[config.mk]
export PLATFORM = sky130hd
export DESIGN_NAME = led_fade_phase_sequencer_core
export DESIGN_NICKNAME = d
export VERILOG_FILES = /design/src/rtl/lfps_pkg.sv /design/src/rtl/lfps_ctrl.sv /design/src/rtl/lfps_datapath.sv /design/src/rtl/led_fade_phase_sequencer_core.sv
export SDC_FILE = /design/constraint.sdc
export NUM_CORES = 2
export LEC_CHECK = 0
export ABC_CLOCK_PERIOD_IN_PS = 27900
export BUFFER_PORTS_ARGS = -buffer_cell sky130_fd_sc_hd__buf_2
export CORE_MARGIN = 2
export CORE_UTILIZATION = 66
export DETAILED_ROUTE_END_ITERATION = 12
export GPL_TIMING_DRIVEN = 0
export PLACE_DENSITY = 0.88
export SYNTH_ARGS = -nofsm -noshare
export SYNTH_HDL_FRONTEND = slang
export SYNTH_HIERARCHICAL = 1
export SYNTH_SLANG_ARGS = --single-unit
[constraint.sdc]
create_clock -name clock -period 27.9 [get_ports clock]
set_clock_uncertainty 0.05 [all_clocks]
set_input_delay 0 -clock clock [delete_from_list [all_inputs] [get_ports clock]]
set_output_delay 0 -clock clock [all_outputs]
set_load 0.01 [all_outputs]
[src/rtl/lfps_pkg.sv]
`timescale 1ns / 1ps

package lfps_pkg;

   localparam logic [1:0] MODE_OFF   = 2'd0;
   localparam logic [1:0] MODE_ONE   = 2'd1;
   localparam logic [1:0] MODE_TWO   = 2'd2;
   localparam logic [1:0] MODE_THREE = 2'd3;

   localparam logic [1:0] CH_A    = 2'd0;
   localparam logic [1:0] CH_B    = 2'd1;
   localparam logic [1:0] CH_C    = 2'd2;
   localparam logic [1:0] CH_NONE = 2'd3;

   localparam logic [13:0] DUR_NONE  = 14'd0;
   localparam logic [13:0] DUR_100   = 14'd100;
   localparam logic [13:0] DUR_1000  = 14'd1000;
   localparam logic [13:0] DUR_2000  = 14'd2000;
   localparam logic [13:0] DUR_4000  = 14'd4000;
   localparam logic [13:0] DUR_6000  = 14'd6000;
   localparam logic [13:0] DUR_10000 = 14'd10000;

   localparam logic [6:0] ELAPSED_MAX = 7'd100;
   localparam logic [7:0] LEVEL_MAX   = 8'd255;
   localparam logic [7:0] LEVEL_ZERO  = 8'd0;
   localparam logic [2:0] PHASE_LAST  = 3'd5;

   typedef enum logic [3:0] {
      ST_IDLE,
      ST_ADD,
      ST_ADVANCE,
      ST_SETUP,
      ST_DIVIDE,
      ST_SQUARE,
      ST_FOURTH,
      ST_SCALE,
      ST_EMIT
   } state_type;

   typedef enum logic [3:0] {
      CMD_NONE,
      CMD_LOAD,
      CMD_ADD,
      CMD_ADVANCE,
      CMD_SETUP,
      CMD_DIV,
      CMD_SQUARE,
      CMD_FOURTH,
      CMD_SCALE,
      CMD_EMIT
   } cmd_type;

   typedef struct packed {
      cmd_type cmd;
   } ctrl_type;

   typedef struct packed {
      logic fade_en;
      logic out_free;
   } status_type;

   typedef struct packed {
      logic [1:0] ch;
      logic       rise;
   } fade_type;

   function automatic logic [2:0] count_lookup(input logic [1:0] mode);
      logic [2:0] cnt;
      unique case (mode)
         MODE_OFF:   cnt = 3'd1;
         MODE_ONE:   cnt = 3'd4;
         MODE_TWO:   cnt = 3'd5;
         MODE_THREE: cnt = 3'd6;
         default:    cnt = 3'd1;
      endcase
      return cnt;
   endfunction

   function automatic logic [13:0] dur_lookup(input logic [1:0] mode, input logic [2:0] phase);
      logic [13:0] dur;
      dur = DUR_NONE;
      unique case (mode)
         MODE_OFF: begin
            if (phase == 3'd0) dur = DUR_1000;
         end
         MODE_ONE: begin
            unique case (phase)
               3'd0:    dur = DUR_4000;
               3'd1:    dur = DUR_10000;
               3'd2:    dur = DUR_4000;
               3'd3:    dur = DUR_100;
               default: dur = DUR_NONE;
            endcase
         end
         MODE_TWO: begin
            unique case (phase)
               3'd0:    dur = DUR_6000;
               3'd1:    dur = DUR_10000;
               3'd2:    dur = DUR_10000;
               3'd3:    dur = DUR_10000;
               3'd4:    dur = DUR_2000;
               default: dur = DUR_NONE;
            endcase
         end
         MODE_THREE: begin
            if (phase <= PHASE_LAST) dur = DUR_4000;
         end
         default: dur = DUR_NONE;
      endcase
      return dur;
   endfunction

   function automatic fade_type fade_lookup(input logic [1:0] mode, input logic [2:0] phase);
      fade_type fd;
      fd = '{ch: CH_NONE, rise: 1'b0};
      unique case (mode)
         MODE_ONE: begin
            unique case (phase)
               3'd0:    fd = '{ch: CH_A, rise: 1'b1};
               3'd2:    fd = '{ch: CH_A, rise: 1'b0};
               default: fd = '{ch: CH_NONE, rise: 1'b0};
            endcase
         end
         MODE_TWO: begin
            unique case (phase)
               3'd0:    fd = '{ch: CH_A, rise: 1'b1};
               3'd1:    fd = '{ch: CH_B, rise: 1'b1};
               3'd2:    fd = '{ch: CH_A, rise: 1'b0};
               3'd3:    fd = '{ch: CH_B, rise: 1'b0};
               default: fd = '{ch: CH_NONE, rise: 1'b0};
            endcase
         end
         MODE_THREE: begin
            unique case (phase)
               3'd0:    fd = '{ch: CH_A, rise: 1'b1};
               3'd1:    fd = '{ch: CH_C, rise: 1'b0};
               3'd2:    fd = '{ch: CH_B, rise: 1'b1};
               3'd3:    fd = '{ch: CH_A, rise: 1'b0};
               3'd4:    fd = '{ch: CH_C, rise: 1'b1};
               3'd5:    fd = '{ch: CH_B, rise: 1'b0};
               default: fd = '{ch: CH_NONE, rise: 1'b0};
            endcase
         end
         default: fd = '{ch: CH_NONE, rise: 1'b0};
      endcase
      return fd;
   endfunction

endpackage

[src/rtl/lfps_ctrl.sv]
`timescale 1ns / 1ps

module lfps_ctrl (
   input  logic               clock,
   input  logic               reset,
   input  logic               req_valid,
   output logic               req_stall,
   input  lfps_pkg::status_type status,
   output lfps_pkg::ctrl_type ctrl
);
   import lfps_pkg::*;

   localparam logic [3:0] DIV_LAST = 4'd15;

   state_type  state_ff;
   state_type  state_in;
   logic [3:0] div_cnt_ff;
   logic [3:0] div_cnt_in;

   always_ff @(posedge clock) begin
      if (reset) begin
         state_ff   <= ST_IDLE;
         div_cnt_ff <= '0;
      end else begin
         state_ff   <= state_in;
         div_cnt_ff <= div_cnt_in;
      end
   end

   always_comb begin
      state_in   = state_ff;
      div_cnt_in = div_cnt_ff;
      ctrl.cmd   = CMD_NONE;
      unique case (state_ff)
         ST_IDLE: begin
            if (req_valid) begin
               ctrl.cmd = CMD_LOAD;
               state_in = ST_ADD;
            end
         end
         ST_ADD: begin
            ctrl.cmd = CMD_ADD;
            state_in = ST_ADVANCE;
         end
         ST_ADVANCE: begin
            ctrl.cmd = CMD_ADVANCE;
            state_in = ST_SETUP;
         end
         ST_SETUP: begin
            ctrl.cmd   = CMD_SETUP;
            div_cnt_in = '0;
            state_in   = status.fade_en ? ST_DIVIDE : ST_EMIT;
         end
         ST_DIVIDE: begin
            ctrl.cmd   = CMD_DIV;
            div_cnt_in = div_cnt_ff + 4'd1;
            if (div_cnt_ff == DIV_LAST) state_in = ST_SQUARE;
         end
         ST_SQUARE: begin
            ctrl.cmd = CMD_SQUARE;
            state_in = ST_FOURTH;
         end
         ST_FOURTH: begin
            ctrl.cmd = CMD_FOURTH;
            state_in = ST_SCALE;
         end
         ST_SCALE: begin
            ctrl.cmd = CMD_SCALE;
            state_in = ST_EMIT;
         end
         ST_EMIT: begin
            ctrl.cmd = CMD_EMIT;
            if (status.out_free) state_in = ST_IDLE;
         end
         default: state_in = ST_IDLE;
      endcase
   end

   assign req_stall = (state_ff != ST_IDLE);

   a_div_count: assert property (@(posedge clock) disable iff (reset)
      (state_ff == ST_DIVIDE && div_cnt_ff == DIV_LAST) |=> state_ff == ST_SQUARE)
      else $error("divide did not end after 16 steps");

   a_div_entry: assert property (@(posedge clock) disable iff (reset)
      (state_ff != ST_DIVIDE && state_in == ST_DIVIDE) |-> div_cnt_in == 4'd0)
      else $error("divide entered with stale count");

endmodule

[src/rtl/lfps_datapath.sv]
`timescale 1ns / 1ps

module lfps_datapath (
   input  logic                 clock,
   input  logic                 reset,
   input  lfps_pkg::ctrl_type   ctrl,
   output lfps_pkg::status_type status,
   input  logic                 csr_write_enable,
   input  logic [1:0]           csr_write_data,
   input  logic [6:0]           req_elapsed_ms,
   output logic                 rsp_valid,
   input  logic                 rsp_stall,
   output logic [7:0]           rsp_level_a,
   output logic [7:0]           rsp_level_b,
   output logic [7:0]           rsp_level_c,
   output logic [2:0]           rsp_phase_now,
   output logic                 rsp_phase_advanced
);
   import lfps_pkg::*;

   logic [1:0]  mode_ff, mode_in;
   logic [2:0]  phase_ff, phase_in;
   logic [13:0] timer_ff, timer_in;
   logic [7:0]  level_ff [3];
   logic [7:0]  level_in [3];
   logic [6:0]  elapsed_ff, elapsed_in;
   logic        adv_ff, adv_in;
   logic [13:0] dur_ff, dur_in;
   logic [1:0]  fade_ch_ff, fade_ch_in;
   logic        rise_ff, rise_in;
   logic        sat_ff, sat_in;
   logic [13:0] rem_ff, rem_in;
   logic [15:0] quot_ff, quot_in;
   logic        gmax_ff, gmax_in;
   logic [63:0] prod_ff, prod_in;
   logic        rsp_valid_ff, rsp_valid_in;
   logic [7:0]  rsp_a_ff, rsp_a_in;
   logic [7:0]  rsp_b_ff, rsp_b_in;
   logic [7:0]  rsp_c_ff, rsp_c_in;
   logic [2:0]  rsp_phase_ff, rsp_phase_in;
   logic        rsp_adv_ff, rsp_adv_in;

   logic [6:0]  elapsed_sat;
   logic [13:0] dur_now;
   fade_type    fade_now;
   logic [2:0]  phase_next;
   logic [14:0] div_shift;
   logic [14:0] div_diff;
   logic        div_take;
   logic [15:0] f_val;
   logic [16:0] g_val;
   logic [31:0] mul_op;
   logic [63:0] mul_res;
   logic [71:0] scaled;
   logic [7:0]  fade_level;

   assign elapsed_sat = (elapsed_ff > ELAPSED_MAX) ? ELAPSED_MAX : elapsed_ff;
   assign dur_now     = dur_lookup(mode_ff, phase_ff);
   assign fade_now    = fade_lookup(mode_ff, phase_ff);
   assign phase_next  = ((phase_ff + 3'd1) >= count_lookup(mode_ff)) ? 3'd0 : phase_ff + 3'd1;

   assign div_shift = {rem_ff, 1'b0};
   assign div_diff  = div_shift - {1'b0, dur_ff};
   assign div_take  = (div_shift >= {1'b0, dur_ff});

   assign f_val   = sat_ff ? 16'hFFFF : quot_ff;
   assign g_val   = rise_ff ? {1'b0, f_val} : 17'h1_0000 - {1'b0, f_val};
   assign mul_op  = (ctrl.cmd == CMD_SQUARE) ? {16'h0000, g_val[15:0]} : prod_ff[31:0];
   assign mul_res = mul_op * mul_op;

   // 255 * p / 2^64, truncated
   assign scaled     = {prod_ff, 8'h00} - {8'h00, prod_ff};
   assign fade_level = gmax_ff ? LEVEL_MAX : scaled[71:64];

   assign status.fade_en  = (fade_now.ch != CH_NONE) && (dur_now != DUR_NONE);
   assign status.out_free = !rsp_valid_ff || !rsp_stall;

   always_comb begin
      mode_in    = mode_ff;
      phase_in   = phase_ff;
      timer_in   = timer_ff;
      level_in   = level_ff;
      elapsed_in = elapsed_ff;
      adv_in     = adv_ff;
      dur_in     = dur_ff;
      fade_ch_in = fade_ch_ff;
      rise_in    = rise_ff;
      sat_in     = sat_ff;
      rem_in     = rem_ff;
      quot_in    = quot_ff;
      gmax_in    = gmax_ff;
      prod_in    = prod_ff;
      if (csr_write_enable) begin
         mode_in     = csr_write_data;
         phase_in    = '0;
         timer_in    = '0;
         level_in[0] = LEVEL_ZERO;
         level_in[1] = LEVEL_ZERO;
         level_in[2] = (csr_write_data == MODE_THREE) ? LEVEL_MAX : LEVEL_ZERO;
      end else begin
         unique case (ctrl.cmd)
            CMD_LOAD: elapsed_in = req_elapsed_ms;
            CMD_ADD: begin
               timer_in = timer_ff + {7'd0, elapsed_sat};
               if (phase_ff >= count_lookup(mode_ff)) phase_in = '0;
            end
            CMD_ADVANCE: begin
               adv_in = 1'b0;
               if (timer_ff > dur_now) begin
                  adv_in   = 1'b1;
                  timer_in = timer_ff - dur_now;
                  phase_in = phase_next;
                  unique case (mode_ff)
                     MODE_ONE: begin
                        if (phase_next == 3'd0) level_in[0] = LEVEL_ZERO;
                     end
                     MODE_TWO: begin
                        unique case (phase_next)
                           3'd0, 3'd4: begin
                              level_in[0] = LEVEL_ZERO;
                              level_in[1] = LEVEL_ZERO;
                           end
                           3'd1: begin
                              level_in[0] = LEVEL_MAX;
                              level_in[1] = LEVEL_ZERO;
                           end
                           3'd2: begin
                              level_in[0] = LEVEL_MAX;
                              level_in[1] = LEVEL_MAX;
                           end
                           3'd3: begin
                              level_in[0] = LEVEL_ZERO;
                              level_in[1] = LEVEL_MAX;
                           end
                           default: ;
                        endcase
                     end
                     MODE_THREE: begin
                        if (phase_next == 3'd0) begin
                           level_in[0] = LEVEL_ZERO;
                           level_in[1] = LEVEL_ZERO;
                           level_in[2] = LEVEL_MAX;
                        end
                     end
                     default: ;
                  endcase
               end
            end
            CMD_SETUP: begin
               dur_in     = dur_now;
               fade_ch_in = fade_now.ch;
               rise_in    = fade_now.rise;
               sat_in     = (timer_ff >= dur_now);
               rem_in     = timer_ff;
               quot_in    = '0;
            end
            CMD_DIV: begin
               rem_in  = div_take ? div_diff[13:0] : div_shift[13:0];
               quot_in = {quot_ff[14:0], div_take};
            end
            CMD_SQUARE: begin
               gmax_in = g_val[16];
               prod_in = mul_res;
            end
            CMD_FOURTH: prod_in = mul_res;
            CMD_SCALE: begin
               unique case (fade_ch_ff)
                  CH_A:    level_in[0] = fade_level;
                  CH_B:    level_in[1] = fade_level;
                  CH_C:    level_in[2] = fade_level;
                  default: ;
               endcase
            end
            CMD_NONE, CMD_EMIT: ;
            default: ;
         endcase
      end
   end

   always_comb begin
      rsp_valid_in = rsp_valid_ff && rsp_stall;
      rsp_a_in     = rsp_a_ff;
      rsp_b_in     = rsp_b_ff;
      rsp_c_in     = rsp_c_ff;
      rsp_phase_in = rsp_phase_ff;
      rsp_adv_in   = rsp_adv_ff;
      if (ctrl.cmd == CMD_EMIT && status.out_free) begin
         rsp_valid_in = 1'b1;
         rsp_a_in     = level_ff[0];
         rsp_b_in     = level_ff[1];
         rsp_c_in     = level_ff[2];
         rsp_phase_in = phase_ff;
         rsp_adv_in   = adv_ff;
      end
   end

   always_ff @(posedge clock) begin
      if (reset) begin
         mode_ff      <= MODE_OFF;
         phase_ff     <= '0;
         timer_ff     <= '0;
         level_ff[0]  <= LEVEL_ZERO;
         level_ff[1]  <= LEVEL_ZERO;
         level_ff[2]  <= LEVEL_ZERO;
         rsp_valid_ff <= 1'b0;
      end else begin
         mode_ff      <= mode_in;
         phase_ff     <= phase_in;
         timer_ff     <= timer_in;
         level_ff     <= level_in;
         rsp_valid_ff <= rsp_valid_in;
      end
   end

   always_ff @(posedge clock) begin
      elapsed_ff   <= elapsed_in;
      adv_ff       <= adv_in;
      dur_ff       <= dur_in;
      fade_ch_ff   <= fade_ch_in;
      rise_ff      <= rise_in;
      sat_ff       <= sat_in;
      rem_ff       <= rem_in;
      quot_ff      <= quot_in;
      gmax_ff      <= gmax_in;
      prod_ff      <= prod_in;
      rsp_a_ff     <= rsp_a_in;
      rsp_b_ff     <= rsp_b_in;
      rsp_c_ff     <= rsp_c_in;
      rsp_phase_ff <= rsp_phase_in;
      rsp_adv_ff   <= rsp_adv_in;
   end

   assign rsp_valid          = rsp_valid_ff;
   assign rsp_level_a        = rsp_a_ff;
   assign rsp_level_b        = rsp_b_ff;
   assign rsp_level_c        = rsp_c_ff;
   assign rsp_phase_now      = rsp_phase_ff;
   assign rsp_phase_advanced = rsp_adv_ff;

   a_div_rem: assert property (@(posedge clock) disable iff (reset)
      (ctrl.cmd == CMD_DIV && !sat_ff) |-> rem_ff < dur_ff)
      else $error("divider remainder out of range");

   a_phase_range: assert property (@(posedge clock) disable iff (reset)
      phase_ff < count_lookup(mode_ff))
      else $error("phase beyond mode phase count");

endmodule

[src/rtl/led_fade_phase_sequencer_core.sv]
`timescale 1ns / 1ps
// A req beat steps through load, add, advance and setup; if the phase fades a channel,
// a 16-step restoring divide, two passes of one shared 32x32 multiplier and a scale
// follow, then emit, which waits while a stalled rsp beat is held; one tick in flight.
// The rsp register holds a finished beat while the next req beat is taken.
// Synchronous active-high reset: mode 0, phase 0, timer 0, all levels 0, no rsp pending.

module led_fade_phase_sequencer_core (
   input  logic       clock,
   input  logic       reset,
   input  logic       csr_write_enable,
   input  logic [1:0] csr_write_data,
   input  logic       req_valid,
   output logic       req_stall,
   input  logic [6:0] req_elapsed_ms,
   output logic       rsp_valid,
   input  logic       rsp_stall,
   output logic [7:0] rsp_level_a,
   output logic [7:0] rsp_level_b,
   output logic [7:0] rsp_level_c,
   output logic [2:0] rsp_phase_now,
   output logic       rsp_phase_advanced
);
   import lfps_pkg::*;

   ctrl_type   ctrl;
   status_type status;

   lfps_ctrl u_ctrl (
      .clock     (clock),
      .reset     (reset),
      .req_valid (req_valid),
      .req_stall (req_stall),
      .status    (status),
      .ctrl      (ctrl)
   );

   lfps_datapath u_datapath (
      .clock              (clock),
      .reset              (reset),
      .ctrl               (ctrl),
      .status             (status),
      .csr_write_enable   (csr_write_enable),
      .csr_write_data     (csr_write_data),
      .req_elapsed_ms     (req_elapsed_ms),
      .rsp_valid          (rsp_valid),
      .rsp_stall          (rsp_stall),
      .rsp_level_a        (rsp_level_a),
      .rsp_level_b        (rsp_level_b),
      .rsp_level_c        (rsp_level_c),
      .rsp_phase_now      (rsp_phase_now),
      .rsp_phase_advanced (rsp_phase_advanced)
   );

   a_one_in_flight: assert property (@(posedge clock) disable iff (reset)
      (req_valid && !req_stall) |=> req_stall)
      else $error("second req beat taken while a tick is in flight");

   a_rsp_phase: assert property (@(posedge clock) disable iff (reset)
      rsp_valid |-> rsp_phase_now <= PHASE_LAST)
      else $error("rsp phase out of range");

   a_emit_free: assert property (@(posedge clock) disable iff (reset)
      (ctrl.cmd == CMD_EMIT && rsp_valid && rsp_stall) |=> ctrl.cmd == CMD_EMIT)
      else $error("result dropped while rsp stalled");

endmodule
-- Word-level counts from Yosys, hierarchy flattened
Index checks and enable logic that the tools add are counted.
W data, S select, Z words.
- word-level logic and storage cells: 174
- input port bits: 14
- bits in registers: 201
- multipliers: 1
- reductions and logical operators: 35
- mux-type cells: 49
- equal/unequal tests: 50
- $lt $le $gt $ge: 7
- bitwise logic cells: 1
- add/subtract/negate cells: 7
- operators by type and width (operator ; number):
    $pmux W14 S3 ; 2
    $pmux W4 S9 ; 2
    $sub A72 B64 Y72 ; 1
    $mul A32 B32 Y64 ; 1
    $mux W8 ; 8
    $pmux W16 S4 ; 1
    $pmux W14 S2 ; 2
    $pmux W14 S4 ; 1
    $mux W24 ; 2
    $pmux W24 S2 ; 1
    $eq A4 B3 Y1 const B ; 8
    $mux W16 ; 2
    $mux W32 ; 1
    $pmux W16 S2 ; 1
    $mux W14 ; 2
    $sub A14 B14 Y14 ; 2
    $pmux W3 S4 ; 2
    $pmux W8 S3 ; 1
    $pmux W3 S6 ; 1
    $sub A17 B16 Y17 const A ; 1
    $eq A4 B2 Y1 const B ; 4
    $eq A4 B4 Y1 const B ; 4
    $mux W4 ; 4
    $pmux W8 S2 ; 1
    48 further kinds ; 95

-- Depth between registers and ports, before layout
- word-level depth: 11
- gate-level depth with buffers: 41
- mapped depth without buffers: 37

-- By module
The synthesis kept the hierarchy.
- modules (own cells, without submodules) (module ; seq. area each (um^2) ; area an instance (um^2) ; instances ; cells an instance):
    lfps_datapath ; 5235.0 ; 40074.7 ; 1 ; 4272
    lfps_ctrl ; 160.2 ; 498.0 ; 1 ; 53

-- Worst setup path after synthesis
OpenSTA, ideal clock, no wires.
- kind: reg2reg
- from: register u_datapath.sat_ff
- to: register u_datapath.prod_ff[43], data pin
- slack: 18043 ps
- library setup time: 261 ps
- required time: 27589 ps
- cell stages (with the launch flop): 37
- data arrival time: 9546 ps
- path buffers: 3
- cells stage by stage: edfxtp_1 > clkbuf_1 > clkbuf_1 > nor2_1 > ha_1 > or3b_2 > nor2_1 > nand3_1 > or4_1 > mux2i_1 > o21a_1 > nor2_1 > o21ai_0 > fa_1 > inv_1 > fa_1 > fa_1 > inv_1 > fa_1 > inv_1 > fa_1 > inv_1 > fa_1 > inv_1 > fa_1 > fa_1 > ha_1 > clkbuf_1 > a21o_1 > a31oi_1 > nor2_1 > a2111o_1 > a21oi_1 > o21ai_1 > o31ai_1 > nor3_1 > a311o_1
- word-level cells in the longest chain between the ends: 5
- ends and longest elaborated chain (element ; RTL line ; text):
    from (decl) ; lfps_datapath.sv:31 ; logic sat_ff, sat_in;
    from (signal assigned) ; lfps_datapath.sv:221 ; sat_ff <= sat_in;
    $mux W16 (*) ; lfps_datapath.sv:66 ; assign f_val = sat_ff ? 16'hFFFF : quot_ff;
    $sub A17 B16 Y17 ; lfps_datapath.sv:67 ; assign g_val = rise_ff ? {1'b0, f_val} : 17'h1_0000 - {1'b0, f_val};
    $mux W16 (*) ; lfps_datapath.sv:67 ;
    $mux W32 (*) ; lfps_datapath.sv:68 ; assign mul_op = (ctrl.cmd == CMD_SQUARE) ? {16'h0000, g_val[15:0]} : prod_ff[31:0];
    $mul A32 B32 Y64 (*) ; lfps_datapath.sv:69 ; assign mul_res = mul_op * mul_op;
    via u_datapath.mul_res[43] ; lfps_datapath.sv:53 ; logic [63:0] mul_res;
    to (signal assigned) ; lfps_datapath.sv:225 ; prod_ff <= prod_in;
    to (decl) ; lfps_datapath.sv:35 ; logic [63:0] prod_ff, prod_in;
Mark *: on every way through the listed nets, which the timed path passes. The rest lies on a longest branch.
A chain may end at the register's enable or synchronous reset.

==> out/qor.yml <==
critical_path:
  cp_common_cell: "fa_1"
  cpPeakStageDelay_ps: 820
  critPathRequiredTime_ps: 28050
  crit_arrival_ps: 13170
  slowest_stage: "clkbuf_1"
  startpoint_type: "flip-flop"
  cp_max_fo: 10
  worst-setup-path-type: "reg -> reg"
  cp-end-kind: "flip-flop"
final_layout:
  n_fill_cell: 4354
  final_layout_size_suffix_gt1_share_pct: 3.75
  nNetsFinal: 5632
  area_delta_synth_final_pct: 5.53
flow_run:
  maxCapViolations: 0
grt:
  grt_use_total_pct: 39.5
  gr-total-overflow: 0
  grt_max_degree: 23
  antenna_found_initial: 2
  grt_pass1_wl_um: 190000
  grt_pass1_vias: 35400
route:
  vias: 33100
  postRouteAntennaNets: 0
  dr.pass1.iters: 7
  drcViolationCount: 0
  drt_iter0_drc: 3950
  wirelength_um: 122000
  wire_per_inst_um: 23.2
  via_per_inst: 6.31
synthesis:
  async_reset_ff_share_pct: 0
  synth_edf_count: 145
  ys_seq_area_share_pct: 13.3
  synth_flop_cell: "edfxtp_1"
  syn-cell-area_um2: 40600
  synth_seq_cells: 197
  yosysWarnings: 6
  synth_cell_types: 104
  synthCells: 4325
  syn_avg_cell_area_um2: 9.38
timing:
  min_period_over_period_pct: 46.7
  fmax_ghz: 0.0768
  finalSetupTns_ps: 0
  tightest_slew_ps: 1460
  relSlewSlack_pct: 2.40
  hold_violations: 0
  report.final.setup_viol: 0
  rsz0062_at_grt: "no"
  layout_min_cycle_time_ps: 13020
  worst_hold_slack_ps: 168
  fin_ws_ps: 14880
  drv_slew: 0
cts:
  clk_pin_slew_ps: 80
  cts_tree: "yes"
  htreeDepth: 4
  cts.sinks: 197
  root_buffer: "clkbuf_16"
  postCtsSetupBuffers: 0
  cts-buffers-inserted: 17
  clock_latency_ps: 450
  clock_path_buffers: 2
die:
  start_util_pct: 67.0
  core-area_um2: 60600
  die_h_um: 252
  dieArea_um2: 63500
  ios: 44
  fp.dieW_um: 252
  rows: 90
placed_design:
  pre_cts_ws_ps: 15560
  gp_congestion: 1.06
  portBuffers: 43
  dp_hpwl_um: 99900
status:
  status: "finished, final reports clean"
min_path:
  hp-class: "in -> reg"
cells in the mapped netlist, types with 27 or more instances:
master | instances | area, µm²
inv_1 | 1039 | 3900
fa_1 | 807 | 16200
nand2_1 | 382 | 1430
ha_1 | 372 | 4650
nor2_1 | 292 | 1100
a21oi_1 | 175 | 876
edfxtp_1 | 145 | 4350
clkbuf_1 | 114 | 428
o21ai_0 | 108 | 541
nor3_1 | 91 | 455
a21o_1 | 83 | 623
and3_1 | 77 | 482
xnor2_1 | 64 | 561
dfxtp_1 | 52 | 1040
nand3_1 | 45 | 225
xor2_1 | 39 | 342
nand4_1 | 28 | 175
o21a_1 | 27 | 203
critical path, delay by kind of cell, from the launching register on:
family / cells / cell delay (ps)
adders and majority gates: 9 / 4390
buffers and inverters: 10 / 2840
AOI/OAI and AO/OA: 8 / 2840
and+or+nand+nor: 7 / 2180
DFF: 1 / 340
xor gates and xnor gates: 1 / 90
path summary, 6_finish.rpt:
kind / endpoint / cells past startpoint / slack (ps) / startpoint
hold reg to reg: u_datapath/rsp_level_c[1]$_DFFE_PP_ / 0 / 380 / u_datapath/level_ff[1]$_SDFFE_PP0P_
hold / removal: u_datapath/timer_ff[9]$_SDFFE_PP0P_ / 4 / 170 / csr_write_enable
setup reg to reg: u_datapath/prod_ff[63]$_DFFE_PP_ / 35 / 14880 / u_ctrl/state_ff[2]$_SDFFE_PP0P_
setup / recovery: u_datapath/prod_ff[63]$_DFFE_PP_ / 35 / 14880 / u_ctrl/state_ff[2]$_SDFFE_PP0P_
routing by layer:
layer	track usage, %	up-vias	wire (µm)
met5	0	-	35
met4	24.8	2	9750
met3	10.3	710	14700
met2	63.1	2390	56400
met1	48.0	16100	40700
li1	-	13900	-
layout make-up:
type                       count  area [µm²]  share of cell area [%]
timing repair buffer          65         460                    1.08
multi-input combinational   2973       30800                    72.0
antenna                        5        12.5                  0.0292
clock buffer                  18         450                    1.05
clock inverter                14         198                   0.462
inverter                    1050        3940                    9.21
sequential                   197        5400                    12.6
tap                          782         978                    2.29
buffer                       135         551                    1.29
sequential cells by signal, indices dropped and copies added (netlist names):
| signal | flops |
|---|---|
| u_datapath/rsp_level_c | 8 |
| u_datapath/rsp_phase_advanced | 1 |
| u_datapath/rem_ff | 14 |
| u_datapath/rsp_phase_now | 3 |
| u_datapath/rsp_valid | 1 |
| u_datapath/fade_ch_ff | 2 |
| u_datapath/sat_ff | 1 |
| u_datapath/level_ff | 24 |
| u_datapath/timer_ff | 14 |
| u_datapath/gmax_ff | 1 |
| u_datapath/dur_ff | 11 |
| u_ctrl/state_ff | 4 |
| u_datapath/phase_ff | 3 |
| u_datapath/quot_ff | 16 |
| u_ctrl/div_cnt_ff | 4 |
| u_datapath/rsp_level_a | 8 |
| u_datapath/prod_ff | 63 |
| u_datapath/rsp_level_b | 8 |
| u_datapath/adv_ff | 1 |
| u_datapath/mode_ff | 2 |
| u_datapath/elapsed_ff | 7 |
| u_datapath/rise_ff | 1 |
per-stage QoR:
step	area (µm²)	util, %	instances
3_5_place_dp	42000	69.4	5190
4_1_cts	42800	70.6	5234
3_3_place_gp	41900	69.1	5180
6_report	42800	70.7	5239
5_1_grt	42800	70.7	5234
2_1_floorplan	40700	-	4355
cell usage in the layout (no fill, tap or decap), drive strengths merged, types with 12 or more instances in the layout:
cell type and instances:
a211oi 22, dlygate4sd3 12, o21ai 117, nand4 28, edfxtp 145, nor2 295, mux2i 16, fa 807
a31oi 24, nor4 13, clkinv 13, o21bai 14, clkbuf 132, nand2 382, and2 18, inv 1051
a21o 83, and3 77, nand3 45, ha 372, nand2b 23, conb 32, o21a 27, xnor2 64
xor2 39, buf 74, o221a 17, dfxtp 52, nor2b 19, o31ai 16, a21oi 179, nor3 92
cells by family after synthesis:
kind of cell | after synthesis | share of synthesized area (%)
AO/OA/AOI/OAI | 595 | 9.75
XOR/XNOR | 103 | 2.22
AND/OR/NAND/NOR | 1045 | 11.9
other | 2 | 0.0185
multiplexers | 19 | 0.478
buffers and inverters | 1185 | 11.1
flip-flops | 197 | 13.3
adder cells (fa/ha/maj) | 1179 | 51.3
timing repair:
action,4_1_cts,5_1_grt
gates resized for setup,0,0
hold endpoints to repair,24,0
hold buffers,12,0
Power is left out: the tool's default activity adds up to more than one toggle a clock period on the data nets, which glitch-free logic cannot reach.
